--- src/hdl/iobp_pkg.sv ---
// iobp_pkg: shared types and constants for the interval overlap bound probability block
// no dependencies
`default_nettype none
package iobp_pkg;
   localparam int unsigned MaxPeaksDefault = 4096;
   localparam int unsigned ProbFracBitsDefault = 16;
   localparam int unsigned PosW = 31;
   localparam int unsigned SpanW = 20;
   localparam int unsigned ScoreW = 17;
   localparam int unsigned CountW = 13;
   localparam int unsigned StatusW = 2;

   typedef enum logic [1:0] {
      OP_CLEAR  = 2'd0,
      OP_APPEND = 2'd1,
      OP_QUERY  = 2'd2,
      OP_NONE   = 2'd3
   } opcode_type;

   typedef enum logic [StatusW-1:0] {
      ST_OK    = 2'd0,
      ST_FULL  = 2'd1,
      ST_ZERO  = 2'd2,
      ST_SPARE = 2'd3
   } status_type;

   typedef enum logic [3:0] {
      S_IDLE,
      S_READ,
      S_EVAL,
      S_MULT,
      S_DIV,
      S_PROD,
      S_SHIFT,
      S_DONE
   } state_type;

   typedef struct packed {
      opcode_type       opcode;
      logic [PosW-1:0]  position;
      logic [SpanW-1:0] span;
      logic [ScoreW-1:0] bound_score;
   } req_type;

   typedef struct packed {
      logic [ScoreW-1:0]  prob_bound;
      logic [CountW-1:0]  overlap_count;
      logic [CountW-1:0]  cursor_now;
      status_type         status;
   } rsp_type;
endpackage
`default_nettype wire

--- src/hdl/iobp_divider.sv ---
// iobp_divider: radix-2 restoring divider, one quotient bit per cycle
// uses iobp_pkg
`default_nettype none
module iobp_divider import iobp_pkg::*; #(
   parameter int unsigned NumW = 64,
   parameter int unsigned DenW = SpanW
) (
   input  wire logic            clock,
   input  wire logic            reset,
   input  wire logic            start,
   input  wire logic [NumW-1:0] numer,
   input  wire logic [DenW-1:0] denom,
   output logic                 done,
   output logic [NumW-1:0]      quot
);
   localparam int unsigned CntW = $clog2(NumW + 1);
   logic [NumW-1:0] q_ff, q_in;
   logic [DenW:0]   r_ff, r_in;
   logic [DenW-1:0] d_ff, d_in;
   logic [CntW-1:0] n_ff, n_in;
   logic            busy_ff, busy_in;
   logic [DenW:0]   trial;

   always_comb begin
      q_in = q_ff;
      r_in = r_ff;
      d_in = d_ff;
      n_in = n_ff;
      busy_in = busy_ff;
      trial = {r_ff[DenW-1:0], q_ff[NumW-1]};
      if (start) begin
         q_in = numer;
         r_in = '0;
         d_in = denom;
         n_in = CntW'(NumW);
         busy_in = 1'b1;
      end else if (busy_ff) begin
         if (trial >= {1'b0, d_ff}) begin
            r_in = trial - {1'b0, d_ff};
            q_in = {q_ff[NumW-2:0], 1'b1};
         end else begin
            r_in = trial;
            q_in = {q_ff[NumW-2:0], 1'b0};
         end
         n_in = n_ff - 1'b1;
         if (n_ff == CntW'(1)) busy_in = 1'b0;
      end
   end

   always_ff @(posedge clock) begin
      q_ff <= q_in;
      r_ff <= r_in;
      d_ff <= d_in;
      n_ff <= n_in;
      if (reset) busy_ff <= 1'b0;
      else busy_ff <= busy_in;
   end

   assign done = busy_ff && (n_ff == CntW'(1));
   assign quot = q_in;
endmodule
`default_nettype wire

--- config.mk ---
export PLATFORM = sky130hd
export DESIGN_NAME = iobp_divider
export DESIGN_NICKNAME = d
export VERILOG_FILES = /design/src/hdl/iobp_pkg.sv /design/src/hdl/iobp_divider.sv
export SDC_FILE = /design/constraint.sdc
export NUM_CORES = 1
export LEC_CHECK = 0
export BUFFER_PORTS_ARGS = -buffer_cell sky130_fd_sc_hd__buf_2
export CAP_MARGIN = 40
export CORE_MARGIN = 2
export CORE_UTILIZATION = 41
export CTS_CLUSTER_DIAMETER = 120
export DETAILED_ROUTE_END_ITERATION = 16
export GPL_ROUTABILITY_DRIVEN = 0
export PLACE_DENSITY = 0.65
export SLEW_MARGIN = 25
export SYNTH_ARGS = -nofsm -noshare
export SYNTH_HDL_FRONTEND = slang
export SYNTH_SLANG_ARGS = --single-unit
--- constraint.sdc ---
create_clock -name clock -period 2.9 [get_ports clock]
set_clock_uncertainty 0.15 [all_clocks]
set_input_delay 0.58 -clock clock [delete_from_list [all_inputs] [get_ports clock]]
set_output_delay 0.58 -clock clock [all_outputs]
set_load 0.01 [all_outputs]
==> summary.txt <==
Clock network
  • Post-cts hold buffer count: 0
  • Longest Clk Path Bufs: 2
  • Clock sink total: 112
  • Clock slew at reported path FFs: 0.09 ns
  • Root buf cell: clkbuf_16
  • CTS Buf Count: 9
  • Clk_lat worst skew: 0.37 ns
  • CTS tree: built
  • H-tree depth: 3

Timing
  • Final setup viols: 1
  • Slew HR: 0.646
  • Final Worst Setup Slack: -0.313 ns
  • Setup TNS: -0.313 ns
  • Final Cycle Share: 1.11
  • Tmin final: 3.21 ns
  • Fin. max-slew vios: 0
  • Worst-Margin Slew: 0.531 ns
  • Hold Vio Cnt, Final: 0
  • RSZ-0062 raised after global routing: yes
  • Fmax: 0.311 GHz

Setup path
  • Crit path launch type: register
  • CP Class: register to output port
  • Critical path peak fanout: 2
  • Worst path required time: 2.17 ns
  • Crit. End Element: output port
  • Worst EP arrival: 2.48 ns

Routing
  • Drt drc: 0
  • Vias: between 5000 and 6000
  • TritonRoute pass-1 iters: 4
  • Post-route ant nets: 0
  • DR iter-0 viols: 270
  • Total wire length: ~14000 µm
  • Routed wire per std cell: 14.3 µm
  • Vias/cell: roughly 5.2

Place
  • Post-Place Cell Area: 6840 µm²
  • Port Buf Inserts: 151
  • Dpl hpwl: 10500 µm

Power
  • Static Leak: 3.27 nW
  • Sw frac: 0.326
  • Comb pwr share: 0.274
  • Max IR drop VDD: 0.385 mV
  • Pint: 2.94 mW
  • Reg power frac: 0.426
  • Clock power share: 0.301
  • Sw Pwr: 1.42 mW
  • PD cells: 598 nW/µm²

GRT
  • Overall routing resource usage: 0.191
  • First-pass GRT wire length: roughly 23000 µm
  • Initial antenna violation count: 0
  • Overflow after GRT: 0
  • Largest net degree at the start of global routing: 68
  • Vias in the first global route: ~5000

Die
  • CORE AREA: 13400 µm²
  • Die ar.: 14800 µm²
  • Starting density of the core: 0.423
  • Die Ht: 122 µm
  • IO Pins: 152
  • Site Rows: between 40 and 50
  • Chip Width: 122 µm

Finish
  • Antenna diode count: 0
  • Final Instance Area: ~7300 µm²
  • Area grow syn2layout: 28.7%
  • Layout cells sized above 1: 0.290
  • Nets: 906

Logic synthesis
  • Mean Syn Cell Area: 8.95 µm²
  • Count leader, synth: dfxtp_1
  • FFs w/ async S/R, synth: 0
  • Top cells by count, synth: 92 x dfxtp_1, 85 x nand2_1, 74 x o21ai_0, 69 x mux2i_1, 50 x nor2_1
  • Cell count after synthesis: around 630
  • Netlist cell types: 58
  • Flops & latches, synth: 112
  • Post-synth top area share: 0.325
  • Synth Net Count: 744
  • Largest cells by area after synthesis: dfxtp_1 32%, mux2i_1 12%, edfxtp_1 11%
  • Number of flops mapped to enable cells by yosys: 20
  • Yosys top cell by area: dfxtp_1
  • Main synth FF type: dfxtp_1
  • Register area share after synthesis: 0.431
  • YS warnings: 0
  • Mapped cell area: 5670 µm²

Flow run
  • Max capacitance violation total: 0

Status
  • Status: finished with violations
  • Failing checks: setup timing

Hold path
  • Worst min-delay path class: primary input to register
## worst paths after layout
check | startpoint | to | slack [ns] | cells after the start
setup / recovery | d_ff[12]$_DFFE_PP_ | quot[0] | -0.31 | 10
hold / removal | reset | busy_ff$_SDFF_PP0_ | 0.20 | 2
setup reg to reg | d_ff[1]$_DFFE_PP_ | r_ff[14]$_SDFFE_PP0P_ | 0.12 | 12
hold reg to reg | n_ff[6]$_SDFFE_PP1P_ | n_ff[6]$_SDFFE_PP1P_ | 0.35 | 2
## cells in the final DEF, fill, tap and decap left out, types with 8 or more instances in the layout
| master | n |
|---|---|
| buf_2 | 149 |
| dfxtp_1 | 91 |
| nand2_1 | 85 |
| o21ai_0 | 73 |
| mux2i_1 | 69 |
| nor2_1 | 50 |
| buf_4 | 35 |
| inv_1 | 31 |
| edfxtp_1 | 20 |
| ha_1 | 16 |
| a21oi_1 | 15 |
| nor3_1 | 14 |
| xnor2_1 | 9 |
| clkbuf_16 | 9 |
| a211oi_1 | 8 |
## stage by stage
stage | cells | power, mW | worst slack, ns | hold WS (ns) | util
after floorplan | 634 | 2.64 | 0.00372 | 0.305 | -
after global placement | 956 | 3.00 | 0.0708 | 0.327 | 0.511
after detailed placement | 956 | 3.03 | 0.0143 | 0.331 | 0.511
after CTS | 977 | 4.38 | -0.334 | 0.191 | 0.540
after global routing | 977 | 4.62 | -0.444 | 0.196 | 0.545
final | 977 | 4.36 | -0.313 | 0.199 | 0.545
## worst max-delay path: stages, from the launching register on
cell	delay [ns]
edfxtp_1	0.35
inv_2	0.05
ha_4	0.28
nand4_4	0.11
or3_4	0.40
o31a_1	0.26
o21ai_2	0.19
a21oi_4	0.05
a211oi_2	0.19
a21o_1	0.13
buf_6	0.11
## power by group through the flow
stage	registers, mW	clock network [mW]	logic [mW]
CTS	1.86	1.35	1.18
floorplan	1.86	0	0.782
global placement	1.88	0	1.12
finish	1.86	1.31	1.19
global route	1.88	1.41	1.32
detailed placement	1.89	0	1.14
## timing repair
action | CTS | global route
endpoints found under the setup margin | 1 | 10
setup buffers | 5 | 2
resized for setup | 6 | 11
pin swaps | 2 | 2
## registers in the layout, indices dropped and copies added, names as in the netlist
name     count
n_ff         7
q_ff        64
busy_ff      1
d_ff        20
r_ff        20
## cells by family after synthesis
family | count (synthesis) | share of synthesized area
and+or+nand+nor | 190 | 0.150
AOI/OAI and AO/OA | 155 | 0.175
DFF | 112 | 0.431
buffers and inverters | 71 | 0.0499
muxes | 69 | 0.122
adders and majority gates | 23 | 0.0521
xor gates and xnor gates | 14 | 0.0216
## cell type report
type | instances | area [µm²]
fill | 1239 | 6100
multi-input combinational | 451 | 3090
sequential | 112 | 2450
timing repair buffer | 190 | 1100
clock buffer | 9 | 225
tap | 176 | 220
inverter | 32 | 120
clock inverter | 7 | 93.8
## per-layer routing
layer  global-route usage  wire length, µm
met3               0.0641              825
met4               0.0539              181
met2                0.334             7020
met1                0.223             5950
met5                    0                0
Power figures use the tool's default switching activity.
